`src/rtl/pcog_pkg.sv`:
```
// pcog_pkg: shared constants, codes and types of the occupancy grid block
// no dependencies; imported by pcog_div, pcog_cfg and point_cloud_occupancy_grid
`timescale 1ns / 1ps

package pcog_pkg;

	// grid geometry
	localparam int MAX_COLS  = 256;
	localparam int MAX_ROWS  = 256;
	localparam int MAX_GROW  = 15;
	localparam int COL_W     = $clog2(MAX_COLS);
	localparam int ROW_W     = $clog2(MAX_ROWS);
	localparam int ADDR_W    = COL_W + ROW_W;
	localparam int DEPTH     = 1 << ADDR_W;
	localparam int GRID_W    = 9;
	localparam int RAD_W     = $clog2(MAX_GROW + 1);
	localparam int OFF_W     = RAD_W + 1;
	localparam int D2_W      = 2 * OFF_W;

	// field widths
	localparam int PT_W      = 24;
	localparam int ORG_W     = 25;

	// divider sizes: span plus padding plus rounding fits in 25 bits
	localparam int DIV_W     = 25;
	localparam int DVS_W     = 11;

	// empty bounding box
	localparam logic signed [PT_W-1:0] BOX_HI = 24'sh7FFFFF;
	localparam logic signed [PT_W-1:0] BOX_LO = 24'sh800000;

	// map bytes
	localparam logic [7:0] CELL_OCC     = 8'd0;
	localparam logic [7:0] CELL_UNKNOWN = 8'd205;
	localparam logic [7:0] CELL_FREE    = 8'd254;

	// function codes
	localparam logic [2:0] FN_CLEAR  = 3'd0;
	localparam logic [2:0] FN_BOUNDS = 3'd1;
	localparam logic [2:0] FN_BIN    = 3'd2;
	localparam logic [2:0] FN_BUILD  = 3'd3;
	localparam logic [2:0] FN_READ   = 3'd4;

	// status codes
	localparam logic [1:0] STS_OK    = 2'd0;
	localparam logic [1:0] STS_SAT   = 2'd1;
	localparam logic [1:0] STS_OUT   = 2'd2;
	localparam logic [1:0] STS_EMPTY = 2'd3;

	// register indexes
	localparam logic [2:0] REG_RES       = 3'd0;
	localparam logic [2:0] REG_PAD       = 3'd1;
	localparam logic [2:0] REG_FLOOR_LO  = 3'd2;
	localparam logic [2:0] REG_FLOOR_HI  = 3'd3;
	localparam logic [2:0] REG_OBST_LO   = 3'd4;
	localparam logic [2:0] REG_OBST_HI   = 3'd5;
	localparam logic [2:0] REG_FREE_GROW = 3'd6;
	localparam logic [2:0] REG_OBST_GROW = 3'd7;

	typedef struct packed {
		logic [9:0]         resolution;
		logic [13:0]        padding;
		logic signed [17:0] floor_lo;
		logic signed [17:0] floor_hi;
		logic signed [17:0] obst_lo;
		logic signed [17:0] obst_hi;
		logic [13:0]        free_grow;
		logic [13:0]        obst_grow;
	} cfg_t;

	typedef enum logic [4:0] {
		S_CLEAR,
		S_IDLE,
		S_DIV_COLS,
		S_DIV_ROWS,
		S_DIV_GX,
		S_DIV_GY,
		S_BIN_RD,
		S_BIN_WR,
		S_DIV_RF,
		S_DIV_RO,
		S_DST_CLR,
		S_SCAN_RD,
		S_SCAN_CHK,
		S_DIL,
		S_RD_ISSUE,
		S_RD_DATA
	} state_t;

endpackage

```
`src/rtl/pcog_cfg.sv`:
```
// pcog_cfg: apb register file holding resolution, padding, bands and grow radii
// depends on pcog_pkg
`timescale 1ns / 1ps

module pcog_cfg (
	input  logic               clk,
	input  logic               arst_n,
	input  logic               psel,
	input  logic               penable,
	input  logic               pwrite,
	input  logic [4:0]         paddr,
	input  logic [31:0]        pwdata,
	output logic [31:0]        prdata,
	output logic               pready,
	output pcog_pkg::cfg_t     cfg
);

	import pcog_pkg::*;

	cfg_t       cfg_q;
	logic       wr;
	logic [2:0] idx;

	assign pready = 1'b1;
	assign wr     = psel && penable && pwrite;
	assign idx    = paddr[4:2];

	// register writes
	always_ff @(posedge clk or negedge arst_n) begin
		if (!arst_n) begin
			cfg_q.resolution <= 10'd50;
			cfg_q.padding    <= 14'd500;
			cfg_q.floor_lo   <= -18'sd300;
			cfg_q.floor_hi   <= 18'sd50;
			cfg_q.obst_lo    <= 18'sd50;
			cfg_q.obst_hi    <= 18'sd1200;
			cfg_q.free_grow  <= 14'd100;
			cfg_q.obst_grow  <= 14'd300;
		end else if (wr) begin
			unique case (idx)
				REG_RES:       cfg_q.resolution <= pwdata[9:0];
				REG_PAD:       cfg_q.padding    <= pwdata[13:0];
				REG_FLOOR_LO:  cfg_q.floor_lo   <= pwdata[17:0];
				REG_FLOOR_HI:  cfg_q.floor_hi   <= pwdata[17:0];
				REG_OBST_LO:   cfg_q.obst_lo    <= pwdata[17:0];
				REG_OBST_HI:   cfg_q.obst_hi    <= pwdata[17:0];
				REG_FREE_GROW: cfg_q.free_grow  <= pwdata[13:0];
				REG_OBST_GROW: cfg_q.obst_grow  <= pwdata[13:0];
				default: begin
				end
			endcase
		end
	end

	// read mux, signed bands sign extended
	always_comb begin
		unique case (idx)
			REG_RES:       prdata = {22'd0, cfg_q.resolution};
			REG_PAD:       prdata = {18'd0, cfg_q.padding};
			REG_FLOOR_LO:  prdata = {{14{cfg_q.floor_lo[17]}}, cfg_q.floor_lo};
			REG_FLOOR_HI:  prdata = {{14{cfg_q.floor_hi[17]}}, cfg_q.floor_hi};
			REG_OBST_LO:   prdata = {{14{cfg_q.obst_lo[17]}}, cfg_q.obst_lo};
			REG_OBST_HI:   prdata = {{14{cfg_q.obst_hi[17]}}, cfg_q.obst_hi};
			REG_FREE_GROW: prdata = {18'd0, cfg_q.free_grow};
			REG_OBST_GROW: prdata = {18'd0, cfg_q.obst_grow};
			default:       prdata = '0;
		endcase
	end

	assign cfg = cfg_q;

endmodule

```
`config.mk`:
```
export PLATFORM = sky130hd
export DESIGN_NAME = pcog_cfg
export DESIGN_NICKNAME = d
export VERILOG_FILES = /design/src/rtl/pcog_pkg.sv /design/src/rtl/pcog_cfg.sv
export SDC_FILE = /design/constraint.sdc
export NUM_CORES = 1
export LEC_CHECK = 0
export BUFFER_PORTS_ARGS = -buffer_cell sky130_fd_sc_hd__clkbuf_2
export CAP_MARGIN = 20
export CORE_ASPECT_RATIO = 1.75
export CORE_MARGIN = 4
export CORE_UTILIZATION = 54
export DETAILED_ROUTE_END_ITERATION = 6
export GPL_TIMING_DRIVEN = 0
export PLACE_DENSITY_LB_ADDON = 0.08
export SLEW_MARGIN = 30
export SYNTH_ARGS = -nofsm -noshare
export SYNTH_HDL_FRONTEND = slang
export SYNTH_SLANG_ARGS = --single-unit
```
`constraint.sdc`:
```
create_clock -name clk -period 4.9 [get_ports clk]
set_clock_uncertainty 0.1 [all_clocks]
set_input_delay 0 -clock clk [delete_from_list [all_inputs] [get_ports clk]]
set_output_delay 0 -clock clk [all_outputs]
set_load 0.05 [all_outputs]
```
==> impl_metrics.json <==
{
  "internal_power_w": 0.002356,
  "grt_max_degree": 75,
  "num_rows": 50,
  "synth.yosys.warnings": 0,
  "drive_gt1_share_pct": 64.87,
  "synth-seq-cells": 124,
  "grt_util_all_layers_pct": 28.30,
  "max-cap-violations": 0,
  "timing.setup.critical_path_class": "primary input to output port",
  "number_of_antenna_violations_at_the_first_check_in_global_routing": 0,
  "worstSetupStartpointType": "primary input",
  "worst_ep_arrival_time_ns": 2.25,
  "max_freq_mhz": 425.7,
  "finalCritPeriodShare_pct": 47.95,
  "syn_area_per_cell_um2": 14.01,
  "cts_htree_levels": 4,
  "start_util_pct": 55.07,
  "post_synth_main_area_contributors": "sky130_fd_sc_hd__dfrtp_1 (36%), sky130_fd_sc_hd__mux2_2 (25%), sky130_fd_sc_hd__dfstp_2 (17%)",
  "violated_checks": "hold timing",
  "design.die.area_mm2": 0.01264,
  "core_region_area_mm2": 0.01064,
  "nFillCells": 812,
  "cts_tree": "done",
  "post-synth-top-count-cell": "sky130_fd_sc_hd__mux2_2",
  "cellPowerDensity_mw_per_mm2": 535.8,
  "pin_slew_with_the_least_headroom_to_its_limit_ns": 0.8362,
  "critPathRequiredTime_ns": 4.80,
  "ir_worst_vdd_mv": 0.4194,
  "post_synth_inst_count": 418,
  "die_w_um": 86.73,
  "global_route.overflow_total": 0,
  "post_cts_resized": 0,
  "synth_cell_area_mm2": 0.005857,
  "detailedRoute.firstIterationViolations": 149,
  "clock_path_buffers": 2,
  "post-layout-total-power_w": 0.004107,
  "critical_path.max_fanout": 15,
  "post_drt_wl_per_cell_um": 22.21,
  "clk_latency_ns": 0.41,
  "synth_to_final_area_change_pct": 30.89,
  "place.gp.congestion": 0.8018,
  "synth.top_cell.area_share_pct": 36.32,
  "pwr-share-comb_pct": 38.4,
  "rsz_0062_raised_after_global_routing": "false",
  "seqPwrFrac_pct": 35.0,
  "routed-via-count": 4390,
  "dp_cells": 728,
  "cts_root_buf": "sky130_fd_sc_hd__clkbuf_16",
  "final_net_count": 678,
  "synth_top_cells_by_count": "sky130_fd_sc_hd__mux2_2 (131), sky130_fd_sc_hd__dfrtp_1 (85), sky130_fd_sc_hd__dfstp_2 (39)",
  "post-route-drc-count": 0,
  "status": "complete, but fails checks",
  "syn_nets": 460,
  "synth_ff_type": "sky130_fd_sc_hd__dfrtp_1",
  "firstDrtPassIters": 4,
  "synth_largest_area_cell": "sky130_fd_sc_hd__dfrtp_1",
  "vias_in_the_first_global_route": 4672,
  "cts_buffers": 17,
  "n_antenna_cell": 0,
  "seq_area_frac_synth_pct": 53.81,
  "summed_negative_setup_slack_over_all_endpoints_ns": 0,
  "worst_setup_hold_path_clk_slew_ns": 0.05,
  "total_wirelength_um": 17300,
  "route.detailed.vias_per_inst": 5.635,
  "maxSlewViolCount": 0,
  "final_period_minus_worst_setup_slack_ns": 2.349,
  "final_hold_viol_count": 2,
  "static-leakage-power_nw": 3.780,
  "fin_worst_hold_slack_ns": -0.005697,
  "ys_types": 34,
  "largest_reg_flops": 124,
  "setup.worst_path.end_class": "output port",
  "layout.core_utilization_pct": 72.08,
  "power.clock.fraction_pct": 26.6,
  "switching_share_pct": 42.65,
  "grt_first_pass_wirelength_um": 26630,
  "instances_no_fill": 779,
  "boundaryPins": 199,
  "report.final.setup_viol": 0,
  "die_y_um": 145.8,
  "cts.sinks": 124,
  "share_of_synthesized_registers_carrying_an_async_set_or_reset_pct": 100.0,
  "postRouteAntennaNets": 0,
  "dp.final_hpwl_um": 12080,
  "cts.repair_timing.setup_buffer_count": 0,
  "number_of_synthesized_flops_with_an_enable_pin": 0,
  "switchingPower_w": 0.001752,
  "hold_class": "primary input to asynchronous set/reset pin",
  "buffer_ports.inserted": 179,
  "maxSlewHeadroom_pct": 44.19
}
==> critical path, cell delays in order <==
cell and delay [ns]:
sky130_fd_sc_hd__buf_2 0.15, sky130_fd_sc_hd__buf_2 0.32, sky130_fd_sc_hd__buf_2 0.43, sky130_fd_sc_hd__nand2_1 0.29, sky130_fd_sc_hd__o22ai_2 0.56, sky130_fd_sc_hd__buf_4 0.21
sky130_fd_sc_hd__clkbuf_2 0.27
==> worst paths after layout <==
path | from | endpoint | slack [ns] | depth (start not counted)
worst min-delay path | arst_n | cfg[101] | -0.006 | 2
max in group asynchronous | arst_n | cfg[105] | 3.96 | 3
worst min register to register | cfg[64] | cfg[64] | 0.43 | 1
worst max-delay path | paddr[3] | prdata[22] | 2.55 | 7
min in group clk | paddr[2] | cfg[83] | 0.05 | 3
worst max register to register | cfg[27] | cfg[27] | 4.00 | 1
==> cell type report <==
cell class | instances | area, µm² | area share (%)
buffer | 39 | 252.7 | 3.297
clock buffer | 23 | 467.9 | 6.104
clock inverter | 9 | 50.05 | 0.6528
inverter | 12 | 45.04 | 0.5876
multi-input combinational | 243 | 2414 | 31.48
sequential | 124 | 3152 | 41.11
tap | 130 | 162.7 | 2.122
timing repair buffer | 199 | 1122 | 14.64
==> power groups by stage <==
stage / logic [W] / clock network [W] / registers, W
4_1_cts: 0.00159 / 0.00111 / 0.00144
2_1_floorplan: 0.000487 / 0 / 0.00214
3_3_place_gp: 0.00155 / 0 / 0.00144
6_report: 0.00158 / 0.00109 / 0.00144
5_1_grt: 0.00165 / 0.00116 / 0.00147
3_5_place_dp: 0.00157 / 0 / 0.00145
==> placed cells by master, fill, tap and decap left out, types with 3 or more instances in the layout <==
cell type                         n
sky130_fd_sc_hd__o22ai_1         12
sky130_fd_sc_hd__clkbuf_1         6
sky130_fd_sc_hd__inv_1           12
sky130_fd_sc_hd__o221ai_1         3
sky130_fd_sc_hd__clkbuf_2       178
sky130_fd_sc_hd__a22oi_1          6
sky130_fd_sc_hd__nand2_1          3
sky130_fd_sc_hd__clkinv_2         7
sky130_fd_sc_hd__buf_1            3
sky130_fd_sc_hd__clkbuf_8         3
sky130_fd_sc_hd__a221oi_1        10
sky130_fd_sc_hd__mux2_2         131
sky130_fd_sc_hd__dfstp_2         39
sky130_fd_sc_hd__o22a_1           9
sky130_fd_sc_hd__nor2b_1          4
sky130_fd_sc_hd__nand3_1          4
sky130_fd_sc_hd__dfrtp_1         85
sky130_fd_sc_hd__nor2_2           3
sky130_fd_sc_hd__dlygate4sd3_1   19
sky130_fd_sc_hd__mux2i_1         36
sky130_fd_sc_hd__nor2_1           5
sky130_fd_sc_hd__buf_4           23
sky130_fd_sc_hd__clkbuf_16       17
sky130_fd_sc_hd__buf_2           10
==> metal layers <==
| layer | global-route usage (%) | part of all wire, % | vias up |
|---|---|---|---|
| li1 | - | - | 1969 |
| met1 | 31.91 | 37 | 2210 |
| met2 | 49.35 | 54 | 172 |
| met3 | 7.875 | 6.3 | 39 |
| met4 | 11.47 | 2.9 | 0 |
| met5 | 0 | 0 | - |
==> logic make-up (layout without fill, tap and decap cells) <==
| group | Yosys count | after routing | share of synthesized area [%] |
|---|---|---|---|
| other cells | 1 | 1 | 0.06403 |
| flops | 124 | 124 | 53.81 |
| simple gates | 28 | 28 | 3.247 |
| compound gates | 46 | 46 | 6.067 |
| mux | 168 | 168 | 31.72 |
| buf+inv | 51 | 282 | 5.084 |
==> stage by stage <==
| stage | area, µm² | worst slack (ns) |
|---|---|---|
| finish | 7666 | 2.551 |
| detailed placement | 6952 | 2.251 |
| floorplan | 5857 | 2.343 |
| CTS | 7660 | 2.228 |
| global route | 7666 | 2.435 |
| global placement | 6915 | 1.954 |
==> what timing repair did <==
item / in CTS / in global routing
endpoints found under the hold margin: 224 / 0
endpoints found under the setup margin: 0 / 0
hold buffers: 19 / 0
Power figures use the tool's default switching activity.
