$ cat config.mk
export PLATFORM = sky130hd
export DESIGN_NAME = pcog_div
export DESIGN_NICKNAME = d
export VERILOG_FILES = /design/src/rtl/pcog_pkg.sv /design/src/rtl/pcog_div.sv
export SDC_FILE = /design/constraint.sdc
export NUM_CORES = 1
export LEC_CHECK = 0
export BUFFER_PORTS_ARGS = -buffer_cell sky130_fd_sc_hd__buf_2
export CORE_ASPECT_RATIO = 0.75
export CORE_UTILIZATION = 55
export DETAILED_ROUTE_END_ITERATION = 8
export PLACE_DENSITY = 0.86
export SLEW_MARGIN = 10
export SYNTH_ARGS = -nofsm -noshare
export SYNTH_HDL_FRONTEND = slang
export SYNTH_SLANG_ARGS = --single-unit
$ cat constraint.sdc
create_clock -name clk -period 4.46 [get_ports clk]
set_input_delay 0.223 -clock clk [delete_from_list [all_inputs] [get_ports clk]]
set_output_delay 0.223 -clock clk [all_outputs]
set_load 0.02 [all_outputs]
$ cat src/rtl/pcog_pkg.sv
// pcog_pkg: shared constants, codes and types of the occupancy grid block
// no dependencies; imported by pcog_div, pcog_cfg and point_cloud_occupancy_grid
`timescale 1ns / 1ps

package pcog_pkg;

	// grid geometry
	localparam int MAX_COLS  = 256;
	localparam int MAX_ROWS  = 256;
	localparam int MAX_GROW  = 15;
	localparam int COL_W     = $clog2(MAX_COLS);
	localparam int ROW_W     = $clog2(MAX_ROWS);
	localparam int ADDR_W    = COL_W + ROW_W;
	localparam int DEPTH     = 1 << ADDR_W;
	localparam int GRID_W    = 9;
	localparam int RAD_W     = $clog2(MAX_GROW + 1);
	localparam int OFF_W     = RAD_W + 1;
	localparam int D2_W      = 2 * OFF_W;

	// field widths
	localparam int PT_W      = 24;
	localparam int ORG_W     = 25;

	// divider sizes: span plus padding plus rounding fits in 25 bits
	localparam int DIV_W     = 25;
	localparam int DVS_W     = 11;

	// empty bounding box
	localparam logic signed [PT_W-1:0] BOX_HI = 24'sh7FFFFF;
	localparam logic signed [PT_W-1:0] BOX_LO = 24'sh800000;

	// map bytes
	localparam logic [7:0] CELL_OCC     = 8'd0;
	localparam logic [7:0] CELL_UNKNOWN = 8'd205;
	localparam logic [7:0] CELL_FREE    = 8'd254;

	// function codes
	localparam logic [2:0] FN_CLEAR  = 3'd0;
	localparam logic [2:0] FN_BOUNDS = 3'd1;
	localparam logic [2:0] FN_BIN    = 3'd2;
	localparam logic [2:0] FN_BUILD  = 3'd3;
	localparam logic [2:0] FN_READ   = 3'd4;

	// status codes
	localparam logic [1:0] STS_OK    = 2'd0;
	localparam logic [1:0] STS_SAT   = 2'd1;
	localparam logic [1:0] STS_OUT   = 2'd2;
	localparam logic [1:0] STS_EMPTY = 2'd3;

	// register indexes
	localparam logic [2:0] REG_RES       = 3'd0;
	localparam logic [2:0] REG_PAD       = 3'd1;
	localparam logic [2:0] REG_FLOOR_LO  = 3'd2;
	localparam logic [2:0] REG_FLOOR_HI  = 3'd3;
	localparam logic [2:0] REG_OBST_LO   = 3'd4;
	localparam logic [2:0] REG_OBST_HI   = 3'd5;
	localparam logic [2:0] REG_FREE_GROW = 3'd6;
	localparam logic [2:0] REG_OBST_GROW = 3'd7;

	typedef struct packed {
		logic [9:0]         resolution;
		logic [13:0]        padding;
		logic signed [17:0] floor_lo;
		logic signed [17:0] floor_hi;
		logic signed [17:0] obst_lo;
		logic signed [17:0] obst_hi;
		logic [13:0]        free_grow;
		logic [13:0]        obst_grow;
	} cfg_t;

	typedef enum logic [4:0] {
		S_CLEAR,
		S_IDLE,
		S_DIV_COLS,
		S_DIV_ROWS,
		S_DIV_GX,
		S_DIV_GY,
		S_BIN_RD,
		S_BIN_WR,
		S_DIV_RF,
		S_DIV_RO,
		S_DST_CLR,
		S_SCAN_RD,
		S_SCAN_CHK,
		S_DIL,
		S_RD_ISSUE,
		S_RD_DATA
	} state_t;

endpackage

$ cat src/rtl/pcog_div.sv
// pcog_div: restoring divider, one quotient bit per cycle
// depends on pcog_pkg
`timescale 1ns / 1ps

module pcog_div (
	input  logic                       clk,
	input  logic                       arst_n,
	input  logic                       go,
	input  logic [pcog_pkg::DIV_W-1:0] num,
	input  logic [pcog_pkg::DVS_W-1:0] den,
	output logic                       done,
	output logic [pcog_pkg::DIV_W-1:0] quo
);

	import pcog_pkg::*;

	logic                     run_q;
	logic                     done_q;
	logic [$clog2(DIV_W)-1:0] cnt_q;
	logic [DIV_W-1:0]         num_q;
	logic [DVS_W-1:0]         rem_q;
	logic [DVS_W-1:0]         den_q;
	logic [DVS_W:0]           rem_sh;
	logic                     ge;
	logic [DVS_W:0]           rem_sub;

	// one trial subtraction
	always_comb begin
		rem_sh  = {rem_q, num_q[DIV_W-1]};
		ge      = rem_sh >= {1'b0, den_q};
		rem_sub = rem_sh - {1'b0, den_q};
	end

	// iteration registers
	always_ff @(posedge clk or negedge arst_n) begin
		if (!arst_n) begin
			run_q  <= 1'b0;
			done_q <= 1'b0;
			cnt_q  <= '0;
			num_q  <= '0;
			rem_q  <= '0;
			den_q  <= '0;
		end else begin
			done_q <= 1'b0;
			if (go) begin
				run_q <= 1'b1;
				cnt_q <= '0;
				num_q <= num;
				rem_q <= '0;
				den_q <= den;
			end else if (run_q) begin
				num_q <= {num_q[DIV_W-2:0], ge};
				rem_q <= ge ? rem_sub[DVS_W-1:0] : rem_sh[DVS_W-1:0];
				cnt_q <= cnt_q + 1'b1;
				if (cnt_q == ($clog2(DIV_W))'(DIV_W - 1)) begin
					run_q  <= 1'b0;
					done_q <= 1'b1;
				end
			end
		end
	end

	assign done = done_q;
	assign quo  = num_q;

endmodule

==> results of run 1 <==
==> logic make-up (layout without fill, tap and decap cells) <==
kind of cell | Yosys count | in the layout | share of synthesized area, %
adders and majority gates | 14 | 14 | 6.058
DFF | 54 | 54 | 44.81
muxes | 28 | 28 | 9.336
and+or+nand+nor | 89 | 89 | 12.57
buffers and inverters | 35 | 93 | 4.730
xor gates and xnor gates | 11 | 11 | 3.195
AOI/OAI and AO/OA | 81 | 81 | 19.30
==> final cells by class <==
type                       count  area [um2]
inverter                      18       67.56
tap                           72       90.09
timing repair buffer          67       342.8
fill                         407        1619
multi-input combinational    223        1521
sequential                    54        1353
clock buffer                   6       82.58
clock inverter                 2       16.27
==> synth_stat cells, drive strengths merged, types with 2 or more instances <==
master	instances	area share [%]
a211oi	2	0.83
a21o	3	0.75
a21oi	8	1.3
a311oi	8	4.0
a31oi	3	1.1
and3	2	0.41
buf	8	1.4
clkbuf	9	1.1
dfrtp	54	45
ha	13	5.4
inv	18	2.2
mux2i	27	9.0
nand2	53	6.7
nand2b	4	0.83
nand3	3	0.50
nand4	3	0.62
nor2	19	2.4
o211ai	4	1.0
o21a	4	1.0
o21ai	43	7.4
o21bai	2	0.62
xnor2	6	1.7
xor2	5	1.5
==> sequential cells by signal (all words and copies together) (netlist names) <==
name,flops
done,1
cnt_q,5
quo,25
den_q,11
run_q,1
rem_q,11
==> path summary, 6_finish.rpt <==
| kind | to | cells past startpoint |
|---|---|---|
| setup / recovery | rem_q[2] | 10 |
| hold / removal | quo[15] | 2 |
| setup reg to reg | rem_q[2] | 10 |
| hold reg to reg | den_q[2] | 2 |
| max in group asynchronous | run_q | 2 |
| min in group clk | quo[22] | 3 |
==> layer usage <==
layer	track usage, %	vias up	wire length [um]
met5	0	-	0
met4	7.377	0	65
met3	5.868	6	310
met2	36.62	59	2879
met1	32.09	1109	2923
li1	-	1197	-
==> metrics by stage <==
step / hold slack [ns] / std cells / utilization, % / area (um2)
detailed placement: 0.3885 / 434 / 66.27 / 3374
finish: 0.01417 / 442 / 68.21 / 3473
global placement: 0.3928 / 434 / 66.27 / 3374
CTS: 0.04489 / 442 / 68.21 / 3473
global route: 0.07903 / 442 / 68.21 / 3473
floorplan: -0.07259 / 312 / - / 3015
==> power by group <==
| part | switching (mW) | internal (mW) | total [mW] |
|---|---|---|---|
| registers | 0.0633 | 0.565 | 0.629 |
| clock network | 0.169 | 0.128 | 0.297 |
| logic | 0.456 | 0.335 | 0.791 |
| total | 0.689 | 1.03 | 1.72 |
==> worst register-to-register path, stage by stage (launching register included) <==
cell and delay [ns]:
dfrtp_1 0.42, inv_1 0.07, ha_1 0.15, inv_1 0.05
fa_1 0.42, a211oi_2 0.34, o21ai_2 0.12, a31oi_4 0.22
o21a_2 0.34, o211ai_1 0.15, a21oi_1 0.21
==> flow_metrics.tcl, run 1 <==
set metrics [dict create \
    grt_setup_unrepaired "no" \
    clock_latency_ns 0.31 \
    postLayoutSetupSlackWorst_ns 1.892 \
    cp_max_fo 11 \
    ios 65 \
    setup_tns_ns 0 \
    ys_warn_count 0 \
    synth_flop_cell "dfrtp_1" \
    path_clk_slew_ns 0.10 \
    path_cells "inv_1 -> ha_1 -> inv_1 -> fa_1 -> a211oi_2 -> o21ai_2 -> a31oi_4 -> o21a_2 -> o211ai_1 -> a21oi_1" \
    path_delay_family "compound AO/OA/AOI/OAI gates" \
    synthesis.area_um2 3015 \
    gp_congestion 0.8579 \
    critPathCaptureType "flip-flop" \
    fin_nets 422 \
    coreArea_um2 5092 \
    track_usage_pct 23.42 \
    numPortBuffers 64 \
    cts_hold_buf 0 \
    r2r-start "quo[24]" \
    cts.repair.resized 0 \
    ys_ff_latch 54 \
    grt_max_degree 56 \
    start_kind "flip-flop" \
    postSynthAreaPerCell_um2 9.665 \
    crit_slowest_cell "dfrtp_1" \
    die_h_um 66.13 \
    drive_gt1_share_pct 25.14 \
    drt-total-wl_um 6179 \
    maxSlewViolCount 0 \
    max_stage_delay_ns 0.42 \
    setup_viol 0 \
    dr.pass1.iters 4 \
    status "finished, final reports clean" \
    r2r_slack_ns 1.89 \
    numCtsBuffers 5 \
    antenna_found_initial 0 \
    first_iter_violations 143 \
    power.leakage_nw 1.832 \
    crit_required_ns 4.69 \
    relSlewSlack_pct 49.73 \
    drc 0 \
    clock_skew_ns 0.003989 \
    hold_violations 0 \
    wl_per_cell_um 13.98 \
    initial_core_util_pct 59.21 \
    dp_hpwl_um 4319 \
    areaGrowthSynthToFinish_pct 15.19 \
    cp.arrival_ns 2.80 \
    period_needed_ns 2.568 \
    synth.yosys.seq_area_share_pct 44.81 \
    cap_violations 0 \
    htree_levels 2 \
    dieArea_um2 5786 \
    die_w_um 87.50 \
    insertedDiodeCount 0 \
    layout_commonest_cell "buf_2" \
    synth_edf_count 0 \
    final_cell_mix "buf_2 (64), dfrtp_1 (53), nand2_1 (52)" \
    synth_cell_types 42 \
    first_global_vias 2291 \
    num_vias 2371 \
    syn_inst 312 \
    post-place-ws_ns 1.930 \
    power.total_mw 1.717 \
    post_cts_buffers 0 \
    path_buf_inv 2 \
    vias_per_cell 5.364 \
    ir_drop_uv 337.5 \
    ant_nets 0 \
    cts_sinks 54 \
    fmax_ghz 0.3894 \
    critPathLaunch "quo[24]" \
    syn_nets 365 \
    grt-ovfl-total 0 \
    power_density_nw_per_um2 494.4 \
    synthArstFlopShare_pct 100.0 \
    cts_root_buf "clkbuf_8" \
    fp-row-count 22 \
    period_share_pct 57.58 \
    cts_tree "yes" \
    hold_class "in2async" \
    clockBufferDepth 2 \
    cp_common_cell "inv_1" \
    crit_type "reg2reg" \
    grt_pass1_wl_um 10390 \
    worst_pin_slew_ns 0.7541 \
]
No activity file was read; power rests on OpenSTA's default activity.
==> run 2: changes to the inputs <==
==> constraint.sdc (replaced) <==
create_clock -name clk -period 2.4 [get_ports clk]
set_input_delay 0.12 -clock clk [delete_from_list [all_inputs] [get_ports clk]]
set_output_delay 0.12 -clock clk [all_outputs]
set_load 0.02 [all_outputs]
==> run 2 against run 1 <==
  * Routed wire length up 3.1%
  * Final cell count up 1.6%
  * Worst hold slack better by 0.00055 ns
  * Sequential power up 86%
  * Via count up 3.7%
  * Final area up 3.2%
==> flow_metrics.tcl, run 2 (same netlist as run 1, synthesis figures left out) <==
set metrics [dict create \
    ios 65 \
    path_clk_slew_ns 0.09 \
    cp.arrival_ns 2.40 \
    drive_gt1_share_pct 26.79 \
    worst_pin_slew_ns 0.7059 \
    cts_tree "yes" \
    period_needed_ns 2.243 \
    rr_endpoint "rem_q[10]" \
    largest_register_ff_count 25 \
    multi_input_area_um2 1553 \
    clockBufferDepth 2 \
    die_w_um 87.50 \
    r2r-start "quo[24]" \
    power.leakage_nw 1.879 \
    fillCellCount 377 \
    first_iter_violations 139 \
    min_to "quo[19]" \
    post_cts_buffers 0 \
    fin_nets 429 \
    cap_violations 0 \
    ff2ff_path_depth 11 \
    maxSlewViolCount 0 \
    period_share_pct 93.44 \
    numPortBuffers 64 \
    fmax_ghz 0.4459 \
    layout_commonest_cell "buf_2" \
    postLayoutSetupSlackWorst_ns 0.1574 \
    r2r_slack_ns 0.16 \
    track_usage_pct 24.70 \
    areaGrowthSynthToFinish_pct 18.84 \
    grt_max_degree 39 \
    die_h_um 66.13 \
    dp_hpwl_um 4617 \
    cts_sinks 54 \
    cts_root_buf "clkbuf_8" \
    gp_congestion 0.8239 \
    start_kind "flip-flop" \
    cp_max_fo 3 \
    status "finished, final reports clean" \
    critPathLaunch "quo[24]" \
    power_density_nw_per_um2 938.7 \
    wl_per_cell_um 14.19 \
    dieArea_um2 5786 \
    crit_type "reg2reg" \
    num_vias 2459 \
    numCtsBuffers 5 \
    final_cell_mix "buf_2 (64), dfrtp_1 (53), nand2_1 (52)" \
    hold_violations 0 \
    grt-ovfl-total 0 \
    antenna_found_initial 0 \
    min_delay_path_depth 3 \
    hold_start "num[19]" \
    ant_nets 0 \
    regArea_um2 1353 \
    dr.pass1.iters 4 \
    setup_viol 0 \
    crit_required_ns 2.56 \
    htree_levels 2 \
    post-place-ws_ns 0.01636 \
    dp.cells 440 \
    hold_class "in2reg" \
    relSlewSlack_pct 52.94 \
    grt_pass1_wl_um 11000 \
    critPathCaptureType "flip-flop" \
    first_global_vias 2341 \
    initial_core_util_pct 59.21 \
    vias_per_cell 5.477 \
    insertedDiodeCount 0 \
    ir_drop_uv 476.0 \
    coreArea_um2 5092 \
    fp-row-count 22 \
    drt-total-wl_um 6373 \
    clock_skew_ns 0.005397 \
    clock_latency_ns 0.31 \
    drc 0 \
    layout.cells.non_filler 449 \
]
[run 2: through the flow]
step           utilization, %  setup TNS, ns  hold slack (ns)  total power, mW  area, um2
6_report                70.37              0          0.01471            3.364       3583
4_1_cts                 70.10              0          0.01203            3.329       3570
3_3_place_gp            67.40              0           0.1387            2.594       3432
5_1_grt                 70.37     -0.0003371         0.003031            3.594       3583
2_1_floorplan               -              0          -0.1756            2.329       3015
3_5_place_dp            67.40              0           0.1456            2.660       3432
[run 2: power by group]
part / internal (mW) / switching (mW)
sequential: 1.05 / 0.122
clock: 0.311 / 0.293
combinational: 0.680 / 0.906
total: 2.04 / 1.32
[run 2: worst max path at each step]
| stage | endpoint | slack (ns) | cells past startpoint |
|---|---|---|---|
| floorplan | rem_q[9] | 0.02 | 11 |
| global placement | rem_q[9] | 0.09 | 10 |
| detailed placement | rem_q[9] | 0.02 | 11 |
| CTS | rem_q[6] | 0.0008 | 10 |
| global route | rem_q[4] | -0.0003 | 11 |
| finish | rem_q[10] | 0.16 | 11 |
[run 2: worst max-delay path: stages, from the launching register on]
cell and delay [ns]:
dfrtp_1 0.38, inv_1 0.05, ha_1 0.16, inv_1 0.06
fa_2 0.37, a211oi_4 0.27, o21ai_2 0.11, a31oi_4 0.18
buf_4 0.16, o211ai_1 0.12, o211ai_1 0.14, a21oi_1 0.09
[run 2: area by class of cell]
class | instances | area share [%]
clock buffer | 6 | 2.025
clock inverter | 2 | 1.047
inverter | 18 | 1.885
multi-input combinational | 223 | 43.33
sequential | 54 | 37.74
tap | 72 | 2.514
timing repair buffer | 74 | 11.45
[run 2: metal layers]
metal / routed length, um / GRT usage, % / part of all wire [%] / vias up
li1: - / - / - / 1210
met1: 3003 / 34.80 / 47 / 1159
met2: 2936 / 38.57 / 46 / 81
met3: 360 / 4.619 / 5.6 / 9
met4: 74 / 8.197 / 1.2 / 0
met5: 0 / 0 / 0 / -
[run 2: what timing repair did]
item | 4_1_cts | 5_1_grt
pin swaps | 1 | 3
hold endpoints to repair | 23 | 0
hold buffers | 1 | 0
resized for setup | 3 | 3
setup endpoints to repair | 4 | 12
==> run 3: changes to the inputs <==
--- a/config.mk
+++ b/config.mk
@@ -6,10 +6,12 @@
 export NUM_CORES = 1
 export LEC_CHECK = 0
 export BUFFER_PORTS_ARGS = -buffer_cell sky130_fd_sc_hd__buf_2
+export CELL_PAD_IN_SITES_DETAIL_PLACEMENT = 0
+export CELL_PAD_IN_SITES_GLOBAL_PLACEMENT = 2
 export CORE_ASPECT_RATIO = 0.75
-export CORE_UTILIZATION = 55
+export CORE_UTILIZATION = 36
 export DETAILED_ROUTE_END_ITERATION = 8
-export PLACE_DENSITY = 0.86
+export PLACE_DENSITY = 0.91
 export SLEW_MARGIN = 10
 export SYNTH_ARGS = -nofsm -noshare
 export SYNTH_HDL_FRONTEND = slang
==> constraint.sdc (replaced) <==
create_clock -name clk -period 2.73 [get_ports clk]
set_input_delay 0.1365 -clock clk [delete_from_list [all_inputs] [get_ports clk]]
set_output_delay 0.1365 -clock clk [all_outputs]
set_load 0.02 [all_outputs]
==> run 3 against run 2 <==
  * Maximum frequency shrank 9.6%
  * Final cell count up 6.9%
  * Flip-flop and latch count unchanged
  * Utilization down 26 points
  * Combinational power is 18% lower
  * Die area rose by 51%
  * Clock power is 7.8% lower
  * Sequential power down 12%
  * Routed wire length grew 6.5%
  * Setup slack improved by 0.092 ns
  * Via count fell by 1.3%
  * First-iteration DRC count fell by 10%
  * Critical path type unchanged
  * Largest cell class unchanged
  * Largest power group unchanged
==> flow_metrics.tcl, run 3 (same netlist as run 1, synthesis figures left out) <==
set metrics [dict create \
    seqPwrFrac_pct 35.4 \
    power_frac_clock_pct 19.2 \
    insertedDiodeCount 0 \
    htree_levels 2 \
    internal_power_mw 1.759 \
    cts_root_buf "clkbuf_8" \
    final_cell_mix "buf_2 (64), dfrtp_1 (53), nand2_1 (52)" \
    drive_gt1_share_pct 25.60 \
    r2r_slack_ns 0.25 \
    p_sw_mw 1.139 \
    dp_hpwl_um 4952 \
    numCtsBuffers 5 \
    dieArea_um2 8750 \
    largest_register_ff_count 25 \
    grt_setup_unrepaired "no" \
    drt-total-wl_um 6789 \
    regArea_um2 1353 \
    worst_pin_slew_ns 0.7901 \
    relSlewSlack_pct 47.33 \
    critPathCaptureType "flip-flop" \
    dr.pass1.iters 4 \
    p_sw_share_pct 39.31 \
    fillCellCount 800 \
    critPathLaunch "quo[24]" \
    clock_latency_ns 0.32 \
    ir_drop_uv 295.7 \
    num_vias 2427 \
    crit_type "reg2reg" \
    drc 0 \
    path_clk_slew_ns 0.11 \
    ios 65 \
    numPortBuffers 64 \
    cts_sinks 54 \
    grt_max_degree 35 \
    areaGrowthSynthToFinish_pct 18.46 \
    setup_viol 0 \
    initial_core_util_pct 37.75 \
    period_share_pct 90.85 \
    die_h_um 81.26 \
    power.leakage_nw 1.860 \
    rr_endpoint "rem_q[3]" \
    ant_nets 0 \
    hold_violations 0 \
    hold_class "in2reg" \
    fmax_ghz 0.4032 \
    antenna_found_initial 0 \
    crit_end "rem_q[3]" \
    clockBufferDepth 2 \
    period_needed_ns 2.480 \
    maxSlewViolCount 0 \
    fin_nets 427 \
    cp_max_fo 11 \
    first_global_vias 2241 \
    grt_pass1_wl_um 11170 \
    cts_tree "yes" \
    die_w_um 107.7 \
    cap_violations 0 \
    grt-ovfl-total 0 \
    layout_commonest_cell "buf_2" \
    r2r-start "quo[24]" \
    power_density_nw_per_um2 811.4 \
    multi_input_area_um2 1528 \
    fp-row-count 28 \
    status "finished, final reports clean" \
    clock_skew_ns 0.01036 \
    cp.arrival_ns 2.71 \
    track_usage_pct 16.43 \
    utilization_pct 44.72 \
    setup_tns_ns 0 \
    first_iter_violations 125 \
    crit_required_ns 2.96 \
    gp_congestion 0.8198 \
    coreArea_um2 7988 \
    wl_per_cell_um 14.14 \
    vias_per_cell 5.056 \
    pwr-share-comb_pct 45.4 \
    start_kind "flip-flop" \
    ff2ff_path_depth 10 \
]
==> run 3: final cells by class <==
| type | instances | share of cell area (%) |
|---|---|---|
| clock buffers | 6 | 2.032 |
| multi-input cells | 223 | 42.77 |
| clock inverters | 2 | 1.051 |
| flip-flops and latches | 54 | 37.86 |
| inverters | 18 | 1.891 |
| repair buffers | 72 | 10.72 |
| well taps | 105 | 3.678 |
==> run 3: critical path: stages, from the launching register on <==
cell and delay, ns:
dfrtp_1 0.42, inv_1 0.07, ha_1 0.16, inv_1 0.06
fa_1 0.41, a211oi_2 0.34, o21ai_2 0.13, a31oi_4 0.22
o21a_4 0.26, nand2_1 0.09, a311oi_2 0.24
==> run 3: what timing repair did <==
action                                  in CTS  in global routing
endpoints found under the setup margin       0                  5
hold buffers                                 1                  0
gates resized for setup                      0                  1
endpoints found under the hold margin       32                  0
setup buffers                                0                  0
==> run 3: power groups by stage <==
stage	clock network [mW]	registers (mW)	logic [mW]
4_1_cts	0.568	1.03	1.30
6_report	0.557	1.03	1.31
5_1_grt	0.602	1.04	1.46
2_1_floorplan	0	1.06	0.983
3_3_place_gp	0	1.04	1.28
3_5_place_dp	0	1.04	1.30
==> run 3: worst min path at each step <==
stage                 from        to  slack, ns  cells past startpoint
global placement    arst_n  den_q[9]       0.27                      1
detailed placement  arst_n  den_q[9]       0.27                      1
floorplan           arst_n  cnt_q[0]      -0.16                      0
CTS                 num[2]    quo[2]       0.01                      3
finish              num[2]    quo[2]       0.01                      3
global route        num[0]    quo[0]       0.02                      3
==> run 3: metal layers <==
layer  global-route usage, %  wire length, um
met2                   23.65             2987
met3                   3.933              275
met5                       0                0
met1                   24.25             3451
met4                   4.658               74
==> run 3: through the flow <==
step           worst slack (ns)  std cells  power, mW  instance area [um2]  hold slack, ns
2_1_floorplan            0.3148        312      2.047                 3015         -0.1591
3_3_place_gp             0.2593        471      2.319                 3446          0.2683
3_5_place_dp             0.1818        471      2.339                 3446          0.2703
4_1_cts                  0.1393        480      2.899                 3566         0.01491
5_1_grt                 0.08319        480      3.109                 3572         0.01654
6_report                 0.2499        480      2.898                 3572         0.01343
